$ cat config.mk
export PLATFORM = sky130hd
export DESIGN_NAME = aabb_collision_response_unit
export DESIGN_NICKNAME = d
export VERILOG_FILES = /design/src/hw/rtl/aabb_cr_pkg.sv /design/src/hw/rtl/aabb_cr_overlap.sv /design/src/hw/rtl/aabb_cr_resolve.sv /design/src/hw/rtl/aabb_collision_response_unit.sv
export VERILOG_INCLUDE_DIRS = /design/src /design/src/hw/rtl
export SDC_FILE = /design/constraint.sdc
export NUM_CORES = 1
export LEC_CHECK = 0
export BUFFER_PORTS_ARGS = -buffer_cell sky130_fd_sc_hd__buf_2
export CORE_ASPECT_RATIO = 0.9
export CORE_MARGIN = 4
export CORE_UTILIZATION = 50
export CTS_CLUSTER_DIAMETER = 40
export DETAILED_ROUTE_END_ITERATION = 7
export PLACE_DENSITY = 0.72
export SLEW_MARGIN = 25
export SYNTH_ARGS = -nofsm -noshare
export SYNTH_HDL_FRONTEND = slang
export SYNTH_SLANG_ARGS = --single-unit
$ cat constraint.sdc
create_clock -name clock -period 8.3 [get_ports clock]
set_input_delay 1.66 -clock clock [delete_from_list [all_inputs] [get_ports clock]]
set_output_delay 1.66 -clock clock [all_outputs]
set_load 0.1 [all_outputs]
$ cat src/hw/rtl/aabb_collision_response_unit_macros.svh
// Assertion macros shared by the collision response pipeline.
// Define ASSERT_OFF to compile every check away; no other dependencies.
`ifndef AABB_COLLISION_RESPONSE_UNIT_MACROS_SVH
`define AABB_COLLISION_RESPONSE_UNIT_MACROS_SVH
`ifndef ASSERT_OFF
// Same-cycle implication, disabled during reset
`define AABB_ASSERT_IMP(lbl, clk, rst, ante, cons) \
   lbl: assert property (@(posedge clk) disable iff (rst) (ante) |-> (cons)) \
      else $error("aabb collision response check failed");
// Next-cycle implication, disabled during reset
`define AABB_ASSERT_NEXT(lbl, clk, rst, ante, cons) \
   lbl: assert property (@(posedge clk) disable iff (rst) (ante) |=> (cons)) \
      else $error("aabb collision response check failed");
`else
`define AABB_ASSERT_IMP(lbl, clk, rst, ante, cons)
`define AABB_ASSERT_NEXT(lbl, clk, rst, ante, cons)
`endif
`endif

$ cat src/hw/rtl/aabb_cr_pkg.sv
// Shared types for the box collision response pipeline.
// No dependencies; imported by the overlap and resolve stages.
package aabb_cr_pkg;

   // Per-pair flags carried alongside the arithmetic through the pipe
   typedef struct packed {
      logic dx_neg;
      logic dy_neg;
      logic a_movable;
      logic b_movable;
   } pair_flags_type;

endpackage

$ cat src/hw/rtl/aabb_cr_overlap.sv
// Stages one and two: centre distances, then per-axis overlap.
// Depends on aabb_cr_pkg and the assertion macro header.
`include "aabb_collision_response_unit_macros.svh"

module aabb_cr_overlap import aabb_cr_pkg::*; #(
   parameter int COORD_WIDTH = 24
) (
   input  logic                          clock,
   input  logic                          reset,
   input  logic                          in_valid,
   output logic                          in_ready,
   input  logic [COORD_WIDTH-1:0]        a_center_x,
   input  logic [COORD_WIDTH-1:0]        a_center_y,
   input  logic [COORD_WIDTH-1:0]        b_center_x,
   input  logic [COORD_WIDTH-1:0]        b_center_y,
   input  logic [COORD_WIDTH-2:0]        sum_width,
   input  logic [COORD_WIDTH-2:0]        sum_height,
   input  logic                          a_movable,
   input  logic                          b_movable,
   input  logic [COORD_WIDTH-1:0]        a_vel_x,
   input  logic [COORD_WIDTH-1:0]        a_vel_y,
   input  logic [COORD_WIDTH-1:0]        b_vel_x,
   input  logic [COORD_WIDTH-1:0]        b_vel_y,
   output logic                          out_valid,
   input  logic                          out_ready,
   output logic signed [COORD_WIDTH+1:0] overlap_x,
   output logic signed [COORD_WIDTH+1:0] overlap_y,
   output pair_flags_type                out_flags,
   output logic [COORD_WIDTH-1:0]        out_a_vel_x,
   output logic [COORD_WIDTH-1:0]        out_a_vel_y,
   output logic [COORD_WIDTH-1:0]        out_b_vel_x,
   output logic [COORD_WIDTH-1:0]        out_b_vel_y
);

   localparam int C = COORD_WIDTH;

   logic                 s1_adv;
   logic                 s2_adv;
   logic                 s1_valid_ff, s1_valid_in;
   logic signed [C:0]    s1_dx_ff, s1_dx_in;
   logic signed [C:0]    s1_dy_ff, s1_dy_in;
   logic [C-3:0]         s1_halfw_ff, s1_halfh_ff;
   pair_flags_type       s1_flags_ff;
   logic [C-1:0]         s1_avx_ff, s1_avy_ff, s1_bvx_ff, s1_bvy_ff;
   logic [C:0]           abs_dx, abs_dy;
   logic                 s2_valid_ff, s2_valid_in;
   logic signed [C+1:0]  s2_ox_ff, s2_ox_in;
   logic signed [C+1:0]  s2_oy_ff, s2_oy_in;
   pair_flags_type       s2_flags_ff, s2_flags_in;
   logic [C-1:0]         s2_avx_ff, s2_avy_ff, s2_bvx_ff, s2_bvy_ff;

   // Advance a stage when it is empty or the next one takes its word
   assign s2_adv   = !s2_valid_ff || out_ready;
   assign s1_adv   = !s1_valid_ff || s2_adv;
   assign in_ready = s1_adv;

   // Stage one: exact centre differences, one bit wider than the centres
   always_comb begin
      s1_valid_in = s1_adv ? in_valid : s1_valid_ff;
      s1_dx_in    = $signed({b_center_x[C-1], b_center_x})
                  - $signed({a_center_x[C-1], a_center_x});
      s1_dy_in    = $signed({b_center_y[C-1], b_center_y})
                  - $signed({a_center_y[C-1], a_center_y});
   end

   always_ff @(posedge clock) begin
      if (reset) begin
         s1_valid_ff <= 1'b0;
      end else begin
         s1_valid_ff <= s1_valid_in;
      end
   end

   always_ff @(posedge clock) begin
      if (s1_adv) begin
         s1_dx_ff              <= s1_dx_in;
         s1_dy_ff              <= s1_dy_in;
         s1_halfw_ff           <= sum_width[C-2:1];
         s1_halfh_ff           <= sum_height[C-2:1];
         s1_flags_ff.dx_neg    <= 1'b0;
         s1_flags_ff.dy_neg    <= 1'b0;
         s1_flags_ff.a_movable <= a_movable;
         s1_flags_ff.b_movable <= b_movable;
         s1_avx_ff             <= a_vel_x;
         s1_avy_ff             <= a_vel_y;
         s1_bvx_ff             <= b_vel_x;
         s1_bvy_ff             <= b_vel_y;
      end
   end

   // Stage two: overlap is half the summed size less the absolute distance
   always_comb begin
      abs_dx      = s1_dx_ff[C] ? (~s1_dx_ff + 1'b1) : s1_dx_ff;
      abs_dy      = s1_dy_ff[C] ? (~s1_dy_ff + 1'b1) : s1_dy_ff;
      s2_valid_in = s2_adv ? s1_valid_ff : s2_valid_ff;
      s2_ox_in    = $signed({4'b0000, s1_halfw_ff}) - $signed({1'b0, abs_dx});
      s2_oy_in    = $signed({4'b0000, s1_halfh_ff}) - $signed({1'b0, abs_dy});
      s2_flags_in        = s1_flags_ff;
      s2_flags_in.dx_neg = s1_dx_ff[C];
      s2_flags_in.dy_neg = s1_dy_ff[C];
   end

   always_ff @(posedge clock) begin
      if (reset) begin
         s2_valid_ff <= 1'b0;
      end else begin
         s2_valid_ff <= s2_valid_in;
      end
   end

   always_ff @(posedge clock) begin
      if (s2_adv) begin
         s2_ox_ff    <= s2_ox_in;
         s2_oy_ff    <= s2_oy_in;
         s2_flags_ff <= s2_flags_in;
         s2_avx_ff   <= s1_avx_ff;
         s2_avy_ff   <= s1_avy_ff;
         s2_bvx_ff   <= s1_bvx_ff;
         s2_bvy_ff   <= s1_bvy_ff;
      end
   end

   assign out_valid   = s2_valid_ff;
   assign overlap_x   = s2_ox_ff;
   assign overlap_y   = s2_oy_ff;
   assign out_flags   = s2_flags_ff;
   assign out_a_vel_x = s2_avx_ff;
   assign out_a_vel_y = s2_avy_ff;
   assign out_b_vel_x = s2_bvx_ff;
   assign out_b_vel_y = s2_bvy_ff;

   // A word in stage one moves on whenever stage two makes room
   `AABB_ASSERT_NEXT(a_s1_moves_on, clock, reset, s1_valid_ff && s2_adv, s2_valid_ff)
   // A positive overlap stays below a quarter of the coordinate range
   `AABB_ASSERT_IMP(a_overlap_bound, clock, reset, s2_valid_ff && !s2_ox_ff[C+1],
                    s2_ox_ff[C+1:C-2] == 4'b0000)

endmodule

$ cat src/hw/rtl/aabb_cr_resolve.sv
// Stage three: pick the push axis, share the push and clip velocities.
// Depends on aabb_cr_pkg and the assertion macro header.
`include "aabb_collision_response_unit_macros.svh"

module aabb_cr_resolve import aabb_cr_pkg::*; #(
   parameter int COORD_WIDTH = 24
) (
   input  logic                          clock,
   input  logic                          reset,
   input  logic                          in_valid,
   output logic                          in_ready,
   input  logic signed [COORD_WIDTH+1:0] overlap_x,
   input  logic signed [COORD_WIDTH+1:0] overlap_y,
   input  pair_flags_type                in_flags,
   input  logic [COORD_WIDTH-1:0]        a_vel_x,
   input  logic [COORD_WIDTH-1:0]        a_vel_y,
   input  logic [COORD_WIDTH-1:0]        b_vel_x,
   input  logic [COORD_WIDTH-1:0]        b_vel_y,
   output logic                          out_valid,
   input  logic                          out_ready,
   output logic                          contact,
   output logic [COORD_WIDTH-2:0]        a_shift_x,
   output logic [COORD_WIDTH-2:0]        a_shift_y,
   output logic [COORD_WIDTH-2:0]        b_shift_x,
   output logic [COORD_WIDTH-2:0]        b_shift_y,
   output logic [COORD_WIDTH-1:0]        a_new_vel_x,
   output logic [COORD_WIDTH-1:0]        a_new_vel_y,
   output logic [COORD_WIDTH-1:0]        b_new_vel_x,
   output logic [COORD_WIDTH-1:0]        b_new_vel_y
);

   localparam int C = COORD_WIDTH;

   logic           adv;
   logic           valid_ff, valid_in;
   logic           pos_x, pos_y, use_x, d_neg, hit, a_push, b_push;
   logic [C-3:0]   ov, part;
   logic [C-2:0]   part_pos, part_neg, a_shift, b_shift;
   logic           a_zero_v, b_zero_v;
   logic [C-1:0]   a_vel, b_vel;
   logic           contact_ff, contact_in;
   logic [C-2:0]   ashx_ff, ashx_in, ashy_ff, ashy_in;
   logic [C-2:0]   bshx_ff, bshx_in, bshy_ff, bshy_in;
   logic [C-1:0]   avx_ff, avx_in, avy_ff, avy_in;
   logic [C-1:0]   bvx_ff, bvx_in, bvy_ff, bvy_in;

   // Take a new word when the output register is empty or being drained
   assign adv      = !valid_ff || out_ready;
   assign in_ready = adv;

   // Choose the axis of smaller overlap; a tie goes to Y
   always_comb begin
      pos_x    = !overlap_x[C+1] && (overlap_x != '0);
      pos_y    = !overlap_y[C+1] && (overlap_y != '0);
      hit      = pos_x && pos_y && (in_flags.a_movable || in_flags.b_movable);
      use_x    = overlap_x < overlap_y;
      ov       = use_x ? overlap_x[C-3:0] : overlap_y[C-3:0];
      d_neg    = use_x ? in_flags.dx_neg : in_flags.dy_neg;
      part     = (in_flags.a_movable && in_flags.b_movable) ? {1'b0, ov[C-3:1]} : ov;
      part_pos = {1'b0, part};
      part_neg = ~part_pos + 1'b1;
      // A moves against the B direction, B moves along it
      a_shift  = d_neg ? part_pos : part_neg;
      b_shift  = d_neg ? part_neg : part_pos;
      a_push   = hit && in_flags.a_movable;
      b_push   = hit && in_flags.b_movable;
      a_vel    = use_x ? a_vel_x : a_vel_y;
      b_vel    = use_x ? b_vel_x : b_vel_y;
      // Drop velocity that points into the partner
      a_zero_v = d_neg ? a_vel[C-1] : (!a_vel[C-1] && (a_vel != '0));
      b_zero_v = d_neg ? (!b_vel[C-1] && (b_vel != '0)) : b_vel[C-1];
   end

   always_comb begin
      valid_in   = adv ? in_valid : valid_ff;
      contact_in = hit;
      ashx_in    = (a_push && use_x)  ? a_shift : '0;
      ashy_in    = (a_push && !use_x) ? a_shift : '0;
      bshx_in    = (b_push && use_x)  ? b_shift : '0;
      bshy_in    = (b_push && !use_x) ? b_shift : '0;
      avx_in     = (a_push && use_x  && a_zero_v) ? '0 : a_vel_x;
      avy_in     = (a_push && !use_x && a_zero_v) ? '0 : a_vel_y;
      bvx_in     = (b_push && use_x  && b_zero_v) ? '0 : b_vel_x;
      bvy_in     = (b_push && !use_x && b_zero_v) ? '0 : b_vel_y;
   end

   always_ff @(posedge clock) begin
      if (reset) begin
         valid_ff <= 1'b0;
      end else begin
         valid_ff <= valid_in;
      end
   end

   // Hold the result word until it is taken
   always_ff @(posedge clock) begin
      if (adv) begin
         contact_ff <= contact_in;
         ashx_ff    <= ashx_in;
         ashy_ff    <= ashy_in;
         bshx_ff    <= bshx_in;
         bshy_ff    <= bshy_in;
         avx_ff     <= avx_in;
         avy_ff     <= avy_in;
         bvx_ff     <= bvx_in;
         bvy_ff     <= bvy_in;
      end
   end

   assign out_valid   = valid_ff;
   assign contact     = contact_ff;
   assign a_shift_x   = ashx_ff;
   assign a_shift_y   = ashy_ff;
   assign b_shift_x   = bshx_ff;
   assign b_shift_y   = bshy_ff;
   assign a_new_vel_x = avx_ff;
   assign a_new_vel_y = avy_ff;
   assign b_new_vel_x = bvx_ff;
   assign b_new_vel_y = bvy_ff;

   // Without contact no box is moved
   `AABB_ASSERT_IMP(a_no_contact_no_shift, clock, reset, valid_ff && !contact_ff,
                    ashx_ff == '0 && ashy_ff == '0 && bshx_ff == '0 && bshy_ff == '0)
   // Only one axis is ever pushed
   `AABB_ASSERT_IMP(a_single_axis, clock, reset, valid_ff,
                    (ashx_ff == '0 || ashy_ff == '0) && (bshx_ff == '0 || bshy_ff == '0))
   // Two moving boxes are pushed apart by equal and opposite amounts
   `AABB_ASSERT_IMP(a_opposite_shift, clock, reset, valid_ff,
                    ashx_ff == '0 || bshx_ff == '0 || ashx_ff == (~bshx_ff + 1'b1))

endmodule

$ cat src/hw/rtl/aabb_collision_response_unit.sv
// Box collision response: three register stages; a req word moves through stage one
// and stage two into the resolve output register, which raises rsp_tvalid. Throughput one
// pair per cycle unless stalled; each stage stalls only when full, so bubbles close up and
// rsp_tready back-pressure reaches req_tready combinationally, in the same cycle.
// Synchronous active-high reset clears the stage valid bits; payload is not reset.
// Depends on aabb_cr_overlap and aabb_cr_resolve.
module aabb_collision_response_unit import aabb_cr_pkg::*; #(
   parameter int COORD_WIDTH = 24
) (
   input  logic clock,
   input  logic reset,
   input  logic req_tvalid,
   output logic req_tready,
   // req_tdata from bit 0: a_center_x, a_center_y, b_center_x, b_center_y,
   // sum_width, sum_height, a_movable, b_movable, a_vel_x, a_vel_y, b_vel_x,
   // b_vel_y, zero padding to whole bytes
   input  logic [((10*COORD_WIDTH+7)/8)*8-1:0] req_tdata,
   output logic rsp_tvalid,
   input  logic rsp_tready,
   // rsp_tdata from bit 0: contact, a_shift_x, a_shift_y, b_shift_x, b_shift_y,
   // a_new_vel_x, a_new_vel_y, b_new_vel_x, b_new_vel_y, zero padding
   output logic [((8*COORD_WIDTH-3+7)/8)*8-1:0] rsp_tdata
);

   localparam int C       = COORD_WIDTH;
   localparam int OffAx   = 0;
   localparam int OffAy   = C;
   localparam int OffBx   = 2*C;
   localparam int OffBy   = 3*C;
   localparam int OffSw   = 4*C;
   localparam int OffSh   = 5*C-1;
   localparam int OffAm   = 6*C-2;
   localparam int OffBm   = 6*C-1;
   localparam int OffAvx  = 6*C;
   localparam int OffAvy  = 7*C;
   localparam int OffBvx  = 8*C;
   localparam int OffBvy  = 9*C;
   localparam int OutBits = 8*C-3;
   localparam int OutW    = ((OutBits+7)/8)*8;
   localparam int OutPad  = OutW-OutBits;

   logic                mid_valid, mid_ready;
   logic signed [C+1:0] mid_ox, mid_oy;
   pair_flags_type      mid_flags;
   logic [C-1:0]        mid_avx, mid_avy, mid_bvx, mid_bvy;
   logic                contact;
   logic [C-2:0]        a_shift_x, a_shift_y, b_shift_x, b_shift_y;
   logic [C-1:0]        a_new_vel_x, a_new_vel_y, b_new_vel_x, b_new_vel_y;

   // Distances and overlaps
   aabb_cr_overlap #(.COORD_WIDTH(COORD_WIDTH)) u_overlap (
      .clock       (clock),
      .reset       (reset),
      .in_valid    (req_tvalid),
      .in_ready    (req_tready),
      .a_center_x  (req_tdata[OffAx +: C]),
      .a_center_y  (req_tdata[OffAy +: C]),
      .b_center_x  (req_tdata[OffBx +: C]),
      .b_center_y  (req_tdata[OffBy +: C]),
      .sum_width   (req_tdata[OffSw +: C-1]),
      .sum_height  (req_tdata[OffSh +: C-1]),
      .a_movable   (req_tdata[OffAm]),
      .b_movable   (req_tdata[OffBm]),
      .a_vel_x     (req_tdata[OffAvx +: C]),
      .a_vel_y     (req_tdata[OffAvy +: C]),
      .b_vel_x     (req_tdata[OffBvx +: C]),
      .b_vel_y     (req_tdata[OffBvy +: C]),
      .out_valid   (mid_valid),
      .out_ready   (mid_ready),
      .overlap_x   (mid_ox),
      .overlap_y   (mid_oy),
      .out_flags   (mid_flags),
      .out_a_vel_x (mid_avx),
      .out_a_vel_y (mid_avy),
      .out_b_vel_x (mid_bvx),
      .out_b_vel_y (mid_bvy)
   );

   // Axis choice, push shares and velocity clipping
   aabb_cr_resolve #(.COORD_WIDTH(COORD_WIDTH)) u_resolve (
      .clock       (clock),
      .reset       (reset),
      .in_valid    (mid_valid),
      .in_ready    (mid_ready),
      .overlap_x   (mid_ox),
      .overlap_y   (mid_oy),
      .in_flags    (mid_flags),
      .a_vel_x     (mid_avx),
      .a_vel_y     (mid_avy),
      .b_vel_x     (mid_bvx),
      .b_vel_y     (mid_bvy),
      .out_valid   (rsp_tvalid),
      .out_ready   (rsp_tready),
      .contact     (contact),
      .a_shift_x   (a_shift_x),
      .a_shift_y   (a_shift_y),
      .b_shift_x   (b_shift_x),
      .b_shift_y   (b_shift_y),
      .a_new_vel_x (a_new_vel_x),
      .a_new_vel_y (a_new_vel_y),
      .b_new_vel_x (b_new_vel_x),
      .b_new_vel_y (b_new_vel_y)
   );

   // Pack the result word, first field lowest
   assign rsp_tdata = {{OutPad{1'b0}}, b_new_vel_y, b_new_vel_x, a_new_vel_y, a_new_vel_x,
                       b_shift_y, b_shift_x, a_shift_y, a_shift_x, contact};

endmodule
==> qor.yml <==
outcome:
  status: "completed"
logic_synthesis:
  ys.flop_type: "edfxtp_1"
  synth_area_leaders: "edfxtp_1 (63%), ha_1 (5.9%), nor2_1 (2.8%), xnor2_1 (2.8%), nor2b_1 (2.7%)"
  synth_seq_cells: 536
  synth_edf_count: 533
  synth.avg_cell_area_sq_um: 12.78
  yosysWarnings: 0
  syn_inst: 2000
  yosysTopAreaCell: "edfxtp_1"
  yosysSeqAreaShare_pct: 62.83
  synth_cell_types: 84
  netlist_area_sq_um: 25570
  ys_async_sr_fraction_pct: 0
  synth_top_area_share_pct: 62.60
clock_tree:
  numClockSinks: 536
  cts_hold_buf: 0
  cts_buffers: 76
  ctsResizeCount: 0
  clk_pin_slew_worst_paths_ns: 0.06
  h-tree-depth: 3
  post_cts_buffers: 0
  cts_tree: "yes"
  clk_latency_ns: 0.61
  cts-root-buf: "clkbuf_16"
  clockBufferDepth: 3
timing:
  whs_ns: 0.4084
  finClkSkew_ns: 0.03396
  setup_tns_ns: 0
  setup_slack_ns: 2.151
  final_hold_viol_count: 0
  layout_min_cycle_time_ns: 6.149
  slew_violations: 0
  rsz0062_at_grt: "no"
  setup_violations: 0
  relSlewSlack_pct: 28.30
  fmax_mhz: 162.6
  tightestPinTransition_ns: 1.067
  period_share_pct: 74.08
floorplan:
  placementRows: 78
  die_area_sq_um: 54830
  io-pin-count: 438
  die_w_um: 246.4
  die_y_um: 222.5
  start_util_pct: 50.68
  core_area_sq_um: 50460
worst_setup_path:
  startpoint: "u_overlap.overlap_x[25]$_DFFE_PP_"
  ff2ff_setup_slack_ns: 2.15
  cp-start-kind: "flip-flop"
  crit_type: "flip-flop to flip-flop"
  worst-path-buf-inv: 2
  worstPathCellList: "ha_1 > buf_4 > nand4_4 > a21oi_1 > nor3_1 > and3_1 > a21oi_1 > buf_4 > nor2_4 > mux2i_1 > mux2_2 > ha_1 > o2111ai_1 > nand2_1 > nand3_1 > or4_1 > or3b_1 > nand2_1 > mux2_1"
  timing.rr.start: "u_overlap.overlap_x[25]$_DFFE_PP_"
  worst_setup_path_end_kind: "flip-flop"
  crit_arrival_ns: 6.50
  cp_slowest_stage_delay_ns: 0.73
  cp_top_family: "simple AND/OR/NAND/NOR gates"
  critPathRequiredTime_ns: 8.65
  crit_path_end: "u_resolve.b_shift_x[14]$_SDFFCE_PN0P_"
  crit_fanout: 18
  cp.depth: 19
  cp_slowest_cell: "and3_1"
  r2r_end: "u_resolve.b_shift_x[14]$_SDFFCE_PN0P_"
  reg2reg_depth: 19
global_routing:
  grt_max_degree: 90
  grt-ovfl-total: 0
  antenna_found_initial: 3
  grt_pass1_wl_um: 94300
  track_usage_pct: 22.12
  grt_pass1_vias: 17164
route:
  via_count: 17547
  via_per_inst: 5.441
  detail-route-antenna-nets: 0
  routed_wl_um: 62590
  first_pass_iters: 6
  wire_per_inst_um: 19.41
  drcViolationCount: 0
  initialDrtViolationCount: 1242
place:
  place_ws_ns: 2.217
  port_buffers: 432
  place_congestion: 0.9045
  dp_hpwl_um: 46570
power:
  cellInternalPower_w: 0.006796
  comb_power_share_pct: 37.7
  p_sw_w: 0.004262
  clockPowerShare_pct: 29.2
  p_seq_share_pct: 33.1
  power_density_nw_per_um2: 354.7
  leakage_nw: 13.22
  power_w: 0.01106
  ir_drop_mv: 0.1977
  switching_share_pct: 38.54
cells_and_area:
  mostFrequentLayoutCells: "edfxtp_1 (533), buf_2 (432), nor2_1 (194)"
  nets: 2848
  drive_above_1_share_pct: 24.40
  layout_commonest_cell: "edfxtp_1"
  area_growth_pct: 21.93
worst_hold_path:
  hold_start: "u_overlap.s1_bvx_ff[0]$_DFFE_PP_"
  holdCritPathClass: "flip-flop to flip-flop"
flow_run:
  max_cap_viol_count: 0
==> per-stage QoR <==
step           instance area, sq um  cells  util (%)
2_1_floorplan                 25580   2002         -
3_3_place_gp                  28560   3082     56.61
3_5_place_dp                  28560   3082     56.61
4_1_cts                       31150   3221     61.74
5_1_grt                       31170   3221     61.77
6_report                      31180   3225     61.79
==> final cells by class <==
type	count	area (sq um)
inverter	111	426.7
clock buffer	92	2014
sequential	536	16070
timing repair buffer	456	2346
tap	680	850.8
multi-input combinational	1299	8887
clock inverter	47	576.8
fill	3841	19280
antenna	4	10.01
==> registers in the layout (all words and copies together) (netlist names), 25 cells and up <==
name / count
u_overlap.s1_dx_ff: 25
u_overlap.overlap_x: 26
u_overlap.overlap_y: 26
u_overlap.s1_dy_ff: 25
==> metal layers <==
layer | GRT usage (%) | part of all wire [%] | vias to the layer above
met2 | 38.08 | 49 | 631
met3 | 5.056 | 7.0 | 117
met4 | 7.118 | 2.8 | 4
li1 | - | - | 8399
met5 | 0 | 0.043 | -
met1 | 27.83 | 41 | 8396
==> cells by family after synthesis <==
group / Yosys count / synth area share, %
AO/OA/AOI/OAI: 341 / 9.043
XOR/XNOR: 155 / 5.309
adder cells (fa/ha/maj): 124 / 6.185
buffers and inverters: 167 / 2.628
flip-flops: 536 / 62.83
multiplexers: 24 / 1.081
other: 1 / 0.01467
AND/OR/NAND/NOR: 652 / 12.91
==> worst min path at each step <==
stage                     slack (ns)  cells after the start                             endpoint
after floorplan                 0.40                      0   u_overlap.out_a_vel_x[0]$_DFFE_PP_
after global placement          0.40                      0  u_overlap.out_b_vel_y[10]$_DFFE_PP_
after detailed placement        0.40                      0  u_overlap.out_a_vel_y[19]$_DFFE_PP_
after CTS                       0.41                      0   u_overlap.out_b_vel_x[0]$_DFFE_PP_
after global routing            0.41                      0   u_overlap.out_b_vel_y[2]$_DFFE_PP_
final                           0.41                      0   u_overlap.out_b_vel_x[0]$_DFFE_PP_
==> cells in the mapped netlist, types with 15 or more instances <==
cell      instances
inv_1           111
xnor2_1          82
o31ai_1          17
mux2i_1          15
nor2_1          194
nand3_1          47
edfxtp_1        533
a21oi_1          77
nor4_1           36
nand2_1         125
xor2_1           73
clkbuf_1         40
nor2b_1         112
ha_1            120
nor3_1           36
o21ai_0          70
a31oi_1          19
nand2b_1         20
a211oi_1         18
a21o_1           23
==> worst register-to-register path: stages, from the launching register on <==
cell and delay, ns:
edfxtp_1 0.40, ha_1 0.49, buf_4 0.30, nand4_4 0.15
a21oi_1 0.07, nor3_1 0.24, and3_1 0.73, a21oi_1 0.16
buf_4 0.23, nor2_4 0.17, mux2i_1 0.24, mux2_2 0.27
ha_1 0.31, o2111ai_1 0.15, nand2_1 0.13, nand3_1 0.23
or4_1 0.70, or3b_1 0.45, nand2_1 0.12, mux2_1 0.35
==> power groups by stage <==
stage	Clock, W	Sequential [W]	Combinational [W]
floorplan	0	0.00392	0.00270
global placement	0	0.00370	0.00406
detailed placement	0	0.00371	0.00412
CTS	0.00329	0.00365	0.00415
global route	0.00343	0.00369	0.00453
finish	0.00323	0.00366	0.00417
(Power assumes the default switching activity.)
